===== src/rtl/core/c2e_pkg.sv =====
package c2e_pkg;

    // Fixed formats
    localparam int FRAC_BITS   = 16;
    localparam int COORD_BITS  = 13;
    localparam int MAX_STAGES  = 24;

    localparam int FACE_W      = 3;
    localparam int PIX_W       = 12;
    localparam int FACE_SIZE_W = 13;
    localparam int SRC_SIZE_W  = 14;
    localparam int CFG_INDEX_W = 2;
    localparam int CFG_DATA_W  = 14;

    // Register indexes
    localparam logic [CFG_INDEX_W-1:0] REG_FACE_SIZE  = 2'd0;
    localparam logic [CFG_INDEX_W-1:0] REG_SRC_WIDTH  = 2'd1;
    localparam logic [CFG_INDEX_W-1:0] REG_SRC_HEIGHT = 2'd2;

    localparam logic [FACE_W-1:0] FACE_LAST = 3'd5;

    // Pixel-center normalization: ((2p+1) << FRAC_BITS) / face_size
    localparam int NUM_W = PIX_W + 1 + FRAC_BITS;
    localparam int Q_W   = FRAC_BITS + 2;
    localparam int DIV_W = FACE_SIZE_W + Q_W;
    localparam logic [Q_W-1:0] NORM_LIM = {2'b10, {FRAC_BITS{1'b0}}};

    // Direction, Q2.FRAC_BITS, scaled up to Q2.30 before the angle units
    localparam int U_W     = FRAC_BITS + 3;
    localparam int D_SHIFT = 30 - FRAC_BITS;
    localparam logic signed [U_W-1:0] ONE_U = {3'b001, {FRAC_BITS{1'b0}}};

    // Horizontal length: isqrt of (dx^2 + dz^2)
    localparam int S_W    = 2 * FRAC_BITS + 2;
    localparam int ROOT_W = FRAC_BITS + 1 + D_SHIFT;
    localparam int REM_W  = 2 * ROOT_W + 1;

    // CORDIC
    localparam int CW    = 34;
    localparam int ANG_W = 32;
    localparam logic [ANG_W-1:0] HALF_TURN    = 32'h8000_0000;
    localparam logic [ANG_W-1:0] QUARTER_TURN = 32'h4000_0000;
    localparam logic [ANG_W-1:0] NEG_QUARTER  = 32'hC000_0000;

    // Source mapping and weights
    localparam int SIZE_W = COORD_BITS + 1;
    localparam int PROD_W = ANG_W + SIZE_W;
    localparam int W_W    = FRAC_BITS + 1;
    localparam int WP_W   = 2 * FRAC_BITS + 1;
    localparam logic [W_W-1:0] ONE_W = {1'b1, {FRAC_BITS{1'b0}}};

    // Face vector coefficients
    localparam logic [1:0] CZ = 2'b00;
    localparam logic [1:0] CP = 2'b01;
    localparam logic [1:0] CN = 2'b11;

    typedef struct packed {
        logic [NUM_W-1:0]  rem_x;
        logic [Q_W-1:0]    q_x;
        logic              ovf_x;
        logic [NUM_W-1:0]  rem_y;
        logic [Q_W-1:0]    q_y;
        logic              ovf_y;
        logic [FACE_W-1:0] face;
    } div_t;

    typedef struct packed {
        logic [REM_W-1:0]        rem;
        logic [ROOT_W-1:0]       root;
        logic signed [U_W-1:0]   u0;
        logic signed [U_W-1:0]   u1;
        logic signed [U_W-1:0]   u2;
    } sqrt_t;

    typedef struct packed {
        logic signed [CW-1:0] x;
        logic signed [CW-1:0] y;
        logic [ANG_W-1:0]     z;
        logic                 zero;
    } lane_t;

    typedef struct packed {
        lane_t az;
        lane_t el;
    } cordic_t;

    // atan(2^-i) in 2^-32 turn
    function automatic logic [ANG_W-1:0] atan_turn(input int i);
        logic [ANG_W-1:0] r;
        case (i)
            0:  r = 32'd536870912;
            1:  r = 32'd316933406;
            2:  r = 32'd167458907;
            3:  r = 32'd85004756;
            4:  r = 32'd42667331;
            5:  r = 32'd21354465;
            6:  r = 32'd10679838;
            7:  r = 32'd5340245;
            8:  r = 32'd2670163;
            9:  r = 32'd1335087;
            10: r = 32'd667544;
            11: r = 32'd333772;
            12: r = 32'd166886;
            13: r = 32'd83443;
            14: r = 32'd41722;
            15: r = 32'd20861;
            16: r = 32'd10430;
            17: r = 32'd5215;
            18: r = 32'd2608;
            19: r = 32'd1304;
            20: r = 32'd652;
            21: r = 32'd326;
            22: r = 32'd163;
            23: r = 32'd81;
            default: r = '0;
        endcase
        return r;
    endfunction

    // Corner, right, up per face; listed from up.z down to corner.x
    function automatic logic [17:0] face_coefs(input logic [FACE_W-1:0] face);
        logic [17:0] c;
        case (face)
            3'd1:    c = {CZ, CP, CZ, CN, CZ, CZ, CP, CN, CN};
            3'd2:    c = {CP, CZ, CZ, CZ, CZ, CP, CN, CP, CN};
            3'd3:    c = {CN, CZ, CZ, CZ, CZ, CP, CP, CN, CN};
            3'd4:    c = {CZ, CP, CZ, CZ, CZ, CP, CN, CN, CN};
            3'd5:    c = {CZ, CP, CZ, CZ, CZ, CN, CP, CN, CP};
            default: c = {CZ, CP, CZ, CP, CZ, CZ, CN, CN, CP};
        endcase
        return c;
    endfunction

    function automatic logic signed [U_W-1:0] coef_term(input logic [1:0] c,
                                                        input logic signed [U_W-1:0] v);
        logic signed [U_W-1:0] r;
        case (c)
            CP:      r = v;
            CN:      r = -v;
            default: r = '0;
        endcase
        return r;
    endfunction

endpackage


===== src/rtl/core/c2e_div_cell.sv =====
// One quotient bit of both pixel-center divisions.
module c2e_div_cell #(
    parameter int SHIFT = 0
) (
    input  logic                                 aclk,
    input  logic                                 aresetn,
    input  logic                                 en,
    input  logic [c2e_pkg::FACE_SIZE_W-1:0]      divisor,
    input  logic                                 in_valid,
    input  c2e_pkg::div_t                        in_data,
    output logic                                 out_valid,
    output c2e_pkg::div_t                        out_data
);

    localparam int DW = c2e_pkg::DIV_W;
    localparam int NW = c2e_pkg::NUM_W;
    localparam int QW = c2e_pkg::Q_W;

    logic          valid_reg;
    c2e_pkg::div_t data_reg;
    c2e_pkg::div_t data_next;
    logic [DW-1:0] dsh;
    logic          ge_x;
    logic          ge_y;

    always_comb begin
        dsh  = DW'(divisor) << SHIFT;
        ge_x = DW'(in_data.rem_x) >= dsh;
        ge_y = DW'(in_data.rem_y) >= dsh;
        data_next       = in_data;
        data_next.rem_x = ge_x ? NW'(DW'(in_data.rem_x) - dsh) : in_data.rem_x;
        data_next.rem_y = ge_y ? NW'(DW'(in_data.rem_y) - dsh) : in_data.rem_y;
        data_next.q_x   = {in_data.q_x[QW-2:0], ge_x};
        data_next.q_y   = {in_data.q_y[QW-2:0], ge_y};
    end

    always_ff @(posedge aclk) begin
        if (!aresetn) begin
            valid_reg <= 1'b0;
        end else if (en) begin
            valid_reg <= in_valid;
        end
    end

    always_ff @(posedge aclk) begin
        if (en) begin
            data_reg <= data_next;
        end
    end

    assign out_valid = valid_reg;
    assign out_data  = data_reg;

endmodule


===== config.mk =====
export PLATFORM = sky130hd
export DESIGN_NAME = c2e_div_cell
export DESIGN_NICKNAME = d
export VERILOG_FILES = /design/src/rtl/core/c2e_pkg.sv /design/src/rtl/core/c2e_div_cell.sv
export SDC_FILE = /design/constraint.sdc
export NUM_CORES = 1
export LEC_CHECK = 0
export BUFFER_PORTS_ARGS = -buffer_cell sky130_fd_sc_hd__buf_4
export CORE_ASPECT_RATIO = 1.2
export CORE_UTILIZATION = 46
export CTS_BUF_LIST = sky130_fd_sc_hd__clkbuf_8
export DETAILED_ROUTE_END_ITERATION = 10
export PLACE_DENSITY_LB_ADDON = 0.05
export SETUP_SLACK_MARGIN = 0.02
export SLEW_MARGIN = 20
export SYNTH_ARGS = -nofsm -noshare
export SYNTH_HDL_FRONTEND = slang
export SYNTH_SLANG_ARGS = --single-unit

===== constraint.sdc =====
create_clock -name aclk -period 3.2 [get_ports aclk]
set_input_delay 0.64 -clock aclk [delete_from_list [all_inputs] [get_ports aclk]]
set_output_delay 0.64 -clock aclk [all_outputs]
set_load 0.01 [all_outputs]

==> impl_metrics.toml <==
[critical_path]
critPathRequiredTime_ns = 3.32
cp_max_fo = 7
cp-start-kind = "input port"
arrival_ns = 3.24
crit_path_end_kind = "register"
path_class = "in -> reg"

[logic_synthesis]
synth.top_cell.area_share = 0.549
synth-seq-cells = 100
synth_common_cells = "edfxtp_1 (99), nand2_1 (47), o21ai_0 (34)"
ys.flop_type = "edfxtp_1"
synthTopCellsByArea = "edfxtp_1 (55%), ha_1 (6.0%), xor2_1 (5.0%), nand2_1 (3.3%), o21ai_0 (3.1%)"
async_reset_ff_frac = 0
synth_edf_count = 99
synth_top_cell_by_area = "edfxtp_1"
syn_area_um2 = 5410
yosys_warnings = 0
syn_inst = 481
seq_area_frac_synth = 0.553
synth_most_common_cell = "edfxtp_1"
ys_types = 51
syn_nets = 625
syn_area_per_cell_um2 = 11.2

[clock_tree]
clockBufferDepth = 2
cts_buffers = 9
cts_tree = "built"
cts_hold_buffers = 0
numClockSinks = 100
worstSkewPairLatency_ns = 0.36
cts_setup_buffers = 0
clkTransAtPathRegs_ns = 0.11
cts_resized = 0
htreeDepth = 3
cts_root_buf = "clkbuf_8"

[pwr]
p_clk_frac = 0.237
power_frac_comb = 0.258
p_sw_mw = 0.917
pwr-share-seq = 0.505
p_total_mw = 3.24
power_density_nw_per_um2 = 419
power_leakage_nw = 3.30
ir_drop_v = 0.000222
intPower_mw = 2.33
p_sw_frac = 0.283

[global_routing]
grtUsageTotal = 0.237
antenna_found_initial = 0
first_global_vias = 4667
grt_max_degree = 79
grt_remaining_overflow = 0
grt_pass1_wl_um = 22000

[cells_and_area]
nFillCells = 987
syn2layout_area_growth_pct = 42.9
layout-drive-gt1-share = 0.384
nets = 884
diodes = 0
instances_no_fill = 902

[timing]
slew_headroom = 0.597
fmax_mhz = 321
worst_pin_slew_ns = 0.598
finalMaxSlewViolations = 0
worst_slack_ns = 0.0889
fin_crit_sh = 0.972
finalCriticalPeriod_ns = 3.11
rsz0062_at_grt = "no"
final_hold_viol_count = 0
finalSetupViolCount = 0
clock_skew_ns = 0

[die]
die_x_um = 101
initial_core_util = 0.470
rows = 43
die_area_um2 = 12200
io_pins = 216
coreArea_um2 = 11500
fp.dieH_um = 121

[placed_design]
pre_cts_ws_ns = -0.237
gp_congestion = 0.932
dp_cells = 886
io_buffers = 213
dpl.hpwl_um = 11500

[hold_path]
min_path_type = "in -> reg"

[drt]
drt-pass1-iter-count = 5
first_iter_violations = 133
antenna_left = 0
drt_wl_total_um = 14300
wl_per_cell_um = 15.9
drc = 0
via_per_inst = 5.20
dr_total_vias = 4687

[run]
timing.max_cap.violations = 0

[status]
status = "complete, no violations"
-- state kept, by name, indices dropped and copies added, names as in the netlist --
register,flops
out_valid,1
out_data,99
-- area by class of cell --
class / instances / area, um2 / share of cell area
clock inverter: 7 / 60.1 / 0.00777
tap: 157 / 196 / 0.0254
multi-input combinational: 340 / 2280 / 0.295
timing repair buffer: 262 / 1980 / 0.256
clock buffer: 9 / 124 / 0.0160
inverter: 27 / 101 / 0.0131
sequential: 100 / 2990 / 0.387
-- worst paths after layout --
kind / startpoint / to / slack (ns) / depth (start not counted)
max: divisor[12] / out_data[96]$_DFFE_PP_ / 0.09 / 12
min: in_data[0] / out_data[0]$_DFFE_PP_ / 0.44 / 1
min reg2reg: out_valid$_SDFFE_PN0P_ / out_valid$_SDFFE_PN0P_ / 0.54 / 2
max reg2reg: out_valid$_SDFFE_PN0P_ / out_valid$_SDFFE_PN0P_ / 2.60 / 2
-- power groups by stage --
| stage | logic, mW | registers, mW | clock network, mW |
|---|---|---|---|
| after detailed placement | 0.839 | 1.67 | 0 |
| final | 0.837 | 1.64 | 0.768 |
| after global routing | 0.910 | 1.65 | 0.835 |
| after floorplan | 0.286 | 1.74 | 0 |
| after CTS | 0.842 | 1.64 | 0.792 |
| after global placement | 0.823 | 1.66 | 0 |
-- stage by stage --
stage / utilization / TNS [ns] / hold slack (ns) / area [um2]
after global placement: 0.656 / -0.935 / 0.502 / 7550
after CTS: 0.671 / 0 / 0.420 / 7730
after floorplan: - / 0 / 0.538 / 5420
after global routing: 0.671 / 0 / 0.405 / 7730
final: 0.671 / 0 / 0.443 / 7730
after detailed placement: 0.656 / -1.97 / 0.532 / 7550
-- placed cells by master, fill, tap and decap left out, types with 6 or more instances in the layout --
| cell type | synthesis | final |
|---|---|---|
| xor2_1 | 31 | 31 |
| nand3_1 | 7 | 7 |
| nor2_1 | 30 | 30 |
| o21ai_0 | 34 | 34 |
| xnor2_1 | 19 | 19 |
| ha_1 | 26 | 25 |
| edfxtp_1 | 99 | 99 |
| nand4_1 | 8 | 8 |
| or4_1 | 6 | 6 |
| a21o_1 | 7 | 7 |
| nor3_1 | 19 | 18 |
| buf_4 | 0 | 261 |
| clkbuf_8 | 0 | 9 |
| a21oi_1 | 20 | 20 |
| nand2_1 | 47 | 47 |
| nor4_1 | 13 | 13 |
| a211oi_1 | 6 | 6 |
| nand2b_1 | 8 | 8 |
| inv_1 | 27 | 28 |
| or3_1 | 7 | 7 |
-- worst max-delay path, cell delays in order --
cell and delay (ns):
buf_4 0.08, inv_1 0.06, buf_4 0.15, ha_1 0.29
or4b_2 0.63, nor3_1 0.22, a221o_1 0.18, nor3_2 0.08
nor4bb_1 0.47, buf_4 0.21, nand3b_1 0.10, xnor2_1 0.13
-- per-layer routing --
metal	share of wire	GRT usage
met1	0.38	0.263
met2	0.55	0.441
met3	0.055	0.0445
met4	0.022	0.0879
met5	0	0
-- kinds of logic after synthesis --
kind of cell	after synthesis	synth area share
simple gates	167	0.160
flops	100	0.553
compound gates	93	0.106
xor+xnor	50	0.0809
buf+inv	41	0.0291
fa+ha+maj	28	0.0675
mux	2	0.00393
Power figures use the tool's default switching activity.
