$ cat config.mk
export PLATFORM = sky130hd
export DESIGN_NAME = c2e_sqrt_cell
export DESIGN_NICKNAME = d
export VERILOG_FILES = /design/src/rtl/core/c2e_pkg.sv /design/src/rtl/core/c2e_sqrt_cell.sv
export SDC_FILE = /design/constraint.sdc
export NUM_CORES = 1
export LEC_CHECK = 0
export ABC_AREA = 1
export BUFFER_PORTS_ARGS = -buffer_cell sky130_fd_sc_hd__buf_2
export CORE_MARGIN = 4
export CORE_UTILIZATION = 33
export DETAILED_ROUTE_END_ITERATION = 10
export GPL_TIMING_DRIVEN = 1
export PLACE_DENSITY = 0.56
export SETUP_SLACK_MARGIN = 0.1
export SLEW_MARGIN = 40
export SYNTH_ARGS = -nofsm -noshare
export SYNTH_HDL_FRONTEND = slang
export SYNTH_SLANG_ARGS = --single-unit
$ cat constraint.sdc
create_clock -name aclk -period 3 [get_ports aclk]
set_clock_uncertainty 0.2 [all_clocks]
set_input_delay 0.6 -clock aclk [delete_from_list [all_inputs] [get_ports aclk]]
set_output_delay 0.6 -clock aclk [all_outputs]
set_load 0.005 [all_outputs]
$ cat src/rtl/core/c2e_pkg.sv
package c2e_pkg;

    // Fixed formats
    localparam int FRAC_BITS   = 16;
    localparam int COORD_BITS  = 13;
    localparam int MAX_STAGES  = 24;

    localparam int FACE_W      = 3;
    localparam int PIX_W       = 12;
    localparam int FACE_SIZE_W = 13;
    localparam int SRC_SIZE_W  = 14;
    localparam int CFG_INDEX_W = 2;
    localparam int CFG_DATA_W  = 14;

    // Register indexes
    localparam logic [CFG_INDEX_W-1:0] REG_FACE_SIZE  = 2'd0;
    localparam logic [CFG_INDEX_W-1:0] REG_SRC_WIDTH  = 2'd1;
    localparam logic [CFG_INDEX_W-1:0] REG_SRC_HEIGHT = 2'd2;

    localparam logic [FACE_W-1:0] FACE_LAST = 3'd5;

    // Pixel-center normalization: ((2p+1) << FRAC_BITS) / face_size
    localparam int NUM_W = PIX_W + 1 + FRAC_BITS;
    localparam int Q_W   = FRAC_BITS + 2;
    localparam int DIV_W = FACE_SIZE_W + Q_W;
    localparam logic [Q_W-1:0] NORM_LIM = {2'b10, {FRAC_BITS{1'b0}}};

    // Direction, Q2.FRAC_BITS, scaled up to Q2.30 before the angle units
    localparam int U_W     = FRAC_BITS + 3;
    localparam int D_SHIFT = 30 - FRAC_BITS;
    localparam logic signed [U_W-1:0] ONE_U = {3'b001, {FRAC_BITS{1'b0}}};

    // Horizontal length: isqrt of (dx^2 + dz^2)
    localparam int S_W    = 2 * FRAC_BITS + 2;
    localparam int ROOT_W = FRAC_BITS + 1 + D_SHIFT;
    localparam int REM_W  = 2 * ROOT_W + 1;

    // CORDIC
    localparam int CW    = 34;
    localparam int ANG_W = 32;
    localparam logic [ANG_W-1:0] HALF_TURN    = 32'h8000_0000;
    localparam logic [ANG_W-1:0] QUARTER_TURN = 32'h4000_0000;
    localparam logic [ANG_W-1:0] NEG_QUARTER  = 32'hC000_0000;

    // Source mapping and weights
    localparam int SIZE_W = COORD_BITS + 1;
    localparam int PROD_W = ANG_W + SIZE_W;
    localparam int W_W    = FRAC_BITS + 1;
    localparam int WP_W   = 2 * FRAC_BITS + 1;
    localparam logic [W_W-1:0] ONE_W = {1'b1, {FRAC_BITS{1'b0}}};

    // Face vector coefficients
    localparam logic [1:0] CZ = 2'b00;
    localparam logic [1:0] CP = 2'b01;
    localparam logic [1:0] CN = 2'b11;

    typedef struct packed {
        logic [NUM_W-1:0]  rem_x;
        logic [Q_W-1:0]    q_x;
        logic              ovf_x;
        logic [NUM_W-1:0]  rem_y;
        logic [Q_W-1:0]    q_y;
        logic              ovf_y;
        logic [FACE_W-1:0] face;
    } div_t;

    typedef struct packed {
        logic [REM_W-1:0]        rem;
        logic [ROOT_W-1:0]       root;
        logic signed [U_W-1:0]   u0;
        logic signed [U_W-1:0]   u1;
        logic signed [U_W-1:0]   u2;
    } sqrt_t;

    typedef struct packed {
        logic signed [CW-1:0] x;
        logic signed [CW-1:0] y;
        logic [ANG_W-1:0]     z;
        logic                 zero;
    } lane_t;

    typedef struct packed {
        lane_t az;
        lane_t el;
    } cordic_t;

    // atan(2^-i) in 2^-32 turn
    function automatic logic [ANG_W-1:0] atan_turn(input int i);
        logic [ANG_W-1:0] r;
        case (i)
            0:  r = 32'd536870912;
            1:  r = 32'd316933406;
            2:  r = 32'd167458907;
            3:  r = 32'd85004756;
            4:  r = 32'd42667331;
            5:  r = 32'd21354465;
            6:  r = 32'd10679838;
            7:  r = 32'd5340245;
            8:  r = 32'd2670163;
            9:  r = 32'd1335087;
            10: r = 32'd667544;
            11: r = 32'd333772;
            12: r = 32'd166886;
            13: r = 32'd83443;
            14: r = 32'd41722;
            15: r = 32'd20861;
            16: r = 32'd10430;
            17: r = 32'd5215;
            18: r = 32'd2608;
            19: r = 32'd1304;
            20: r = 32'd652;
            21: r = 32'd326;
            22: r = 32'd163;
            23: r = 32'd81;
            default: r = '0;
        endcase
        return r;
    endfunction

    // Corner, right, up per face; listed from up.z down to corner.x
    function automatic logic [17:0] face_coefs(input logic [FACE_W-1:0] face);
        logic [17:0] c;
        case (face)
            3'd1:    c = {CZ, CP, CZ, CN, CZ, CZ, CP, CN, CN};
            3'd2:    c = {CP, CZ, CZ, CZ, CZ, CP, CN, CP, CN};
            3'd3:    c = {CN, CZ, CZ, CZ, CZ, CP, CP, CN, CN};
            3'd4:    c = {CZ, CP, CZ, CZ, CZ, CP, CN, CN, CN};
            3'd5:    c = {CZ, CP, CZ, CZ, CZ, CN, CP, CN, CP};
            default: c = {CZ, CP, CZ, CP, CZ, CZ, CN, CN, CP};
        endcase
        return c;
    endfunction

    function automatic logic signed [U_W-1:0] coef_term(input logic [1:0] c,
                                                        input logic signed [U_W-1:0] v);
        logic signed [U_W-1:0] r;
        case (c)
            CP:      r = v;
            CN:      r = -v;
            default: r = '0;
        endcase
        return r;
    endfunction

endpackage

$ cat src/rtl/core/c2e_sqrt_cell.sv
// One root bit of the horizontal length, digit by digit.
module c2e_sqrt_cell #(
    parameter int J = 0
) (
    input  logic           aclk,
    input  logic           aresetn,
    input  logic           en,
    input  logic           in_valid,
    input  c2e_pkg::sqrt_t in_data,
    output logic           out_valid,
    output c2e_pkg::sqrt_t out_data
);

    localparam int RW = c2e_pkg::REM_W;
    localparam int TW = c2e_pkg::ROOT_W;

    logic             valid_reg;
    c2e_pkg::sqrt_t   data_reg;
    c2e_pkg::sqrt_t   data_next;
    logic [RW-1:0]    trial;
    logic             ge;

    // rem holds v - root^2; try setting bit J: (root + 2^J)^2 - root^2
    always_comb begin
        trial = (RW'(in_data.root) << (J + 1)) | (RW'(1) << (2 * J));
        ge    = in_data.rem >= trial;
        data_next      = in_data;
        data_next.rem  = ge ? in_data.rem - trial : in_data.rem;
        data_next.root = ge ? (in_data.root | (TW'(1) << J)) : in_data.root;
    end

    always_ff @(posedge aclk) begin
        if (!aresetn) begin
            valid_reg <= 1'b0;
        end else if (en) begin
            valid_reg <= in_valid;
        end
    end

    always_ff @(posedge aclk) begin
        if (en) begin
            data_reg <= data_next;
        end
    end

    assign out_valid = valid_reg;
    assign out_data  = data_reg;

endmodule

==> out/qor.txt, run 1 <==
Status = finished clean
Share of layout cells above drive strength 1 = 0.308
NetSw = 1.92 mW
Finished Layout Cells = 1924
Vias in the first global route = 8822
Worst-Skew Late Latency = 430 ps
Remaining antenna violation count after routing = 0
Drt initial violations = 513
CORE AREA = 28000 um2
WHS = 133 ps
Hold Violations, Final = 0
CTS H-tree lvls = 4
Endpoint class of the critical path = flop
Detail Placement HPWL = 27700 um
Drt drc = 0
RSZ-0062 raised after global routing = false
Startpoint Class = input port
GRT overflow = 0
Final setup violation count = 0
Clock sinks = 152
Yosys reg bits = 152
Gate power share = 0.205
CTS max path bufs = 2
Syn Std Cell Area = 9470 um2
Most common cell in the netlist = nand2_1
Post-CTS Setup Repair Bufs = 0
Initial Utilization = 0.338
Commonest cells post-synth = 407 x nand2_1, 216 x inv_1, 151 x edfxtp_1
Nets = 1720
Largest net degree at the start of global routing = 53
Root Buffer = clkbuf_16
RePlAce Congestion = 0.958
DRT Wirelength = 33400 um
Max VDD drop = 0.000315 V
Slew Limit Fails = 0
Syn_area_per_cell = 8.09 um2
Hold Buf Count CTS = 0
Post-synth top flop = edfxtp_1
Power share of the sequential group = 0.429
Wire per inst = 17.4 um
Power, Total = 6.15 mW
Area share of the largest cell type after synthesis = 0.479
Seq/Total Area, Yosys = 0.481
Post-cts repair resize count = 0
# fillers = 2917
Final core utilization = 0.442
Maximum operating frequency = 388 MHz
Clock power share = 0.366
Die Y = 177 um
Multi-input gate area = 3970 um2
Die ar. = 31500 um2
Top cells by area, synth = edfxtp_1 48%, nand2_1 16%, inv_1 8.6%, nor2_1 4.6%, ha_1 4.2%
Arr. time, crit path = 2610 ps
CTS clock-pin slew for the worst setup and hold paths = 80 ps
Io pins = 307
Crit path required time = 3040 ps
CTS buffer count = 17
Number of I/O port buffers = 306
YS warnings = 0
Pwr Density = 497 nW/um2
Synth-to-Final Area Change = 30.7%
Site Rows = 61
CTS tree = built
Max-Cap Viols = 0
Vias per cell = 4.52
Sw frac = 0.312
Gr usage total = 0.211
Internal = 4.23 mW
Cell Count Post-Placement = 1891
First-pass GRT wire length = 50000 um
Net count after synthesis = 1358
Final min period = 2580 ps
Gate Count Post-Synth = 1170
Slew @ Worst Pin = 549 ps
Die width = 177 um
First drt pass iteration count = 5
Type of the worst setup path = input port to flop
Min-delay worst type = input port to flop
Slew HR = 0.634
Synth area leader = edfxtp_1
CP Max Fanout = 8
EDFF count, synth = 151
Sequential cell area = 4550 um2
Initial antenna violation count = 4
DR vias = 8703
Static Leak = 6.01 nW
Final worst-path cycle share = 0.859
TNS Setup = 0 ps
Ys async rst share = 0
Distinct cell type count after synthesis = 34
-- layout by cell type (no fill, tap or decap), types with 2 or more instances in the layout --
| master | instances |
|---|---|
| nand2_1 | 407 |
| buf_2 | 305 |
| inv_1 | 216 |
| edfxtp_1 | 151 |
| nor2_1 | 117 |
| nand3_1 | 62 |
| buf_4 | 41 |
| ha_1 | 32 |
| a21oi_2 | 29 |
| o21ai_2 | 25 |
| xnor2_1 | 22 |
| a21oi_1 | 20 |
| clkbuf_16 | 17 |
| nand2_2 | 16 |
| nor3_1 | 13 |
| nor2_2 | 11 |
| nand4_1 | 7 |
| xor2_1 | 7 |
| buf_12 | 6 |
| o21ai_0 | 5 |
| inv_6 | 5 |
| o21bai_1 | 4 |
| inv_8 | 4 |
| clkinv_8 | 4 |
| inv_2 | 2 |
| or2_2 | 2 |
| nand3_2 | 2 |
-- power groups by stage --
stage,registers [mW],logic (mW),clock network (mW)
after global placement,2.69,1.26,0
after global routing,2.66,1.41,2.41
after CTS,2.64,1.27,2.31
after detailed placement,2.69,1.27,0
after floorplan,2.71,0.577,0
final,2.64,1.26,2.26
-- final cells by class --
cell class                      instances  area share
Clock buffer                           17      0.0344
Inverter                              218      0.0661
Clock inverter                         15      0.0137
Sequential cell                       152       0.368
Tap cell                              378      0.0382
Timing Repair Buffer                  353       0.159
Antenna cell                            1    0.000202
Multi-Input combinational cell        790       0.320
-- worst paths after layout --
kind,depth (start not counted),end,startpoint,slack [ps]
hold / removal,1,out_data[49]$_DFFE_PP_,in_data[49],130
setup reg to reg,2,out_valid$_SDFFE_PN0P_,out_valid$_SDFFE_PN0P_,2140
hold reg to reg,2,out_valid$_SDFFE_PN0P_,out_valid$_SDFFE_PN0P_,380
setup / recovery,14,out_data[122]$_DFFE_PP_,in_data[73],420
-- critical path: stages --
cell and delay [ps]:
buf_2 90, inv_1 60, ha_1 360, nand2_1 120
nor2_1 270, nand2_1 110, nor2_1 190, nand2_2 100
nand2_4 90, nand2_1 60, nand2_2 120, buf_4 190
nand3_1 80, o21ai_1 160
-- layer usage --
| metal | global-route usage | up-vias | wire [um] |
|---|---|---|---|
| met5 | 0 | - | 44 |
| met3 | 0.0439 | 43 | 2280 |
| met4 | 0.0657 | 6 | 717 |
| li1 | - | 4425 | - |
| met2 | 0.352 | 290 | 15500 |
| met1 | 0.277 | 3939 | 14900 |
-- sequential cells by signal, indices dropped and copies added, names as in the netlist --
signal     flops
out_valid      1
out_data     151
-- cell families (layout without fill, tap and decap cells) --
logic type,Yosys count,in the layout,share of synthesized area
AOI/OAI and AO/OA,85,85,0.0686
xor gates and xnor gates,29,29,0.0268
adders and majority gates,33,33,0.0444
buffers and inverters,228,603,0.0998
DFF,152,152,0.481
other,0,1,0
and+or+nand+nor,643,643,0.279
-- through the flow --
stage | setup WS (ps) | cell area (um2)
2_1_floorplan | 418 | 9470
3_3_place_gp | -37.8 | 11800
3_5_place_dp | -13.6 | 11800
4_1_cts | 420 | 12400
5_1_grt | 258 | 12400
6_report | 423 | 12400
No activity file was read; power rests on OpenSTA's default activity.
==> inputs of run 2 (changes only) <==
--- a/config.mk
+++ b/config.mk
@@ -6,12 +6,12 @@
 export NUM_CORES = 1
 export LEC_CHECK = 0
 export ABC_AREA = 1
-export BUFFER_PORTS_ARGS = -buffer_cell sky130_fd_sc_hd__buf_2
+export BUFFER_PORTS_ARGS = -buffer_cell sky130_fd_sc_hd__clkbuf_2
 export CORE_MARGIN = 4
-export CORE_UTILIZATION = 33
+export CORE_UTILIZATION = 52
 export DETAILED_ROUTE_END_ITERATION = 10
 export GPL_TIMING_DRIVEN = 1
-export PLACE_DENSITY = 0.56
+export PLACE_DENSITY = 0.82
 export SETUP_SLACK_MARGIN = 0.1
 export SLEW_MARGIN = 40
 export SYNTH_ARGS = -nofsm -noshare
==> out/qor.txt, run 2 (synthesis gave the netlist of run 1 again) <==
Hold Buf Count CTS = 0
Static Leak = 6.03 nW
Nets = 1709
Most frequent cells in the layout = 407 x nand2_1, 305 x clkbuf_2, 216 x inv_1, 151 x edfxtp_1, 117 x nor2_1
Io pins = 307
Max VDD drop = 0.000419 V
First-pass GRT wire length = 47800 um
CORE AREA = 17900 um2
Post-cts repair resize count = 0
CTS H-tree lvls = 4
CTS max path bufs = 2
First drt pass iteration count = 5
WL met1 = 12800 um
Site Rows = 49
Final min period = 2580 ps
Internal = 4.23 mW
Power share of the sequential group = 0.434
Detail Placement HPWL = 26100 um
CTS tree = built
Status = finished clean
Vias in the first global route = 8805
Die width = 143 um
Final worst-path cycle share = 0.860
Maximum operating frequency = 388 MHz
TNS Setup = 0 ps
Hold Violations, Final = 0
Max-Cap Viols = 0
Endpoint class of the critical path = flop
RSZ-0062 raised after global routing = false
Crit path required time = 3080 ps
DR vias = 9003
Met3 wire length = 2720 um
RePlAce Congestion = 0.923
Clock sinks = 152
Root Buffer = clkbuf_16
Number of I/O port buffers = 306
Gr usage total = 0.307
Gate power share = 0.208
Slew @ Worst Pin = 593 ps
WHS = 136 ps
Pre-CTS worst setup slack = 26.1 ps
Worst-Skew Late Latency = 430 ps
DRT Wirelength = 31800 um
Arr. time, crit path = 2660 ps
Initial antenna violation count = 0
GRT overflow = 0
Wire per inst = 18.0 um
Max layer used = met4
Final worst slack = 421 ps
Synth-to-Final Area Change = 27.8%
Share of layout cells above drive strength 1 = 0.303
Die Y = 143 um
Remaining antenna violation count after routing = 0
Initial Utilization = 0.529
Commonest non-fill, non-tap cell in the layout = nand2_1
Max reg flops = 151
Slew Limit Fails = 0
Post-CTS Setup Repair Bufs = 0
Met2 Wirelength = 15500 um
Slew HR = 0.600
Min-delay worst type = input port to flop
ANT cells = 0
Largest net degree at the start of global routing = 48
R2R setup slack = 2120 ps
Pwr Density = 504 nW/um2
CTS buffer count = 17
Power, Total = 6.10 mW
Vias per cell = 5.11
CP Max Fanout = 31
CTS clock-pin slew for the worst setup and hold paths = 70 ps
Sw frac = 0.307
Drt initial violations = 661
Drt drc = 0
Clock power share = 0.358
Die ar. = 20400 um2
NetSw = 1.87 mW
Final setup violation count = 0
Startpoint Class = input port
Type of the worst setup path = input port to flop
run 2: cell count changes in the layout (fill, tap and decap cells not counted):
cell / before / now
clkinv_2: 0 / 1
diode_2: 1 / 0
inv_6: 5 / 4
buf_2: 305 / 0
clkinvlp_4: 1 / 0
buf_4: 41 / 31
clkbuf_2: 0 / 305
clkinv_8: 4 / 5
buf_12: 6 / 5
run 2: metrics by stage:
stage               std cells  instance area, um2   util
global route             1763               12100  0.676
global placement         1731               11500  0.642
detailed placement       1731               11500  0.642
finish                   1763               12100  0.676
floorplan                1170                9470      -
CTS                      1763               12100  0.676
run 2: area by class of cell:
cell class,instances,area [um2]
Fill cell,1477,5810
Sequential cell,152,4550
Multi-Input combinational cell,790,3970
Timing Repair Buffer,342,1870
Inverter,218,818
Clock buffer,17,425
Tap cell,229,287
Clock inverter,15,175
run 2: layer usage:
layer	vias up	global-route usage
met3	46	0.0640
met2	416	0.536
met1	4137	0.386
met5	-	0
met4	0	0.0895
li1	4404	-
run 2: worst paths after layout:
check                                             from                      end  cells past startpoint
worst min register to register  out_valid$_SDFFE_PN0P_   out_valid$_SDFFE_PN0P_                      2
worst max register to register  out_valid$_SDFFE_PN0P_   out_valid$_SDFFE_PN0P_                      2
worst max-delay path                       in_data[58]  out_data[108]$_DFFE_PP_                     15
worst min-delay path                       in_data[40]   out_data[40]$_DFFE_PP_                      1
run 2: critical path, stage by stage:
cell	delay, ps
clkbuf_2	90
inv_1	50
ha_1	390
nand2_2	110
nand3_2	120
nand2_1	110
nand2_2	80
nand2_1	90
nand2_2	100
nand2_2	90
nand2_4	70
a21oi_4	280
buf_12	250
nand2_1	120
o21ai_2	80
run 2: power groups by stage:
stage | logic, mW | clock network (mW) | registers, mW
final | 1.27 | 2.18 | 2.65
after floorplan | 0.577 | 0 | 2.71
after global routing | 1.38 | 2.30 | 2.66
after detailed placement | 1.25 | 0 | 2.69
after global placement | 1.23 | 0 | 2.68
after CTS | 1.26 | 2.20 | 2.65
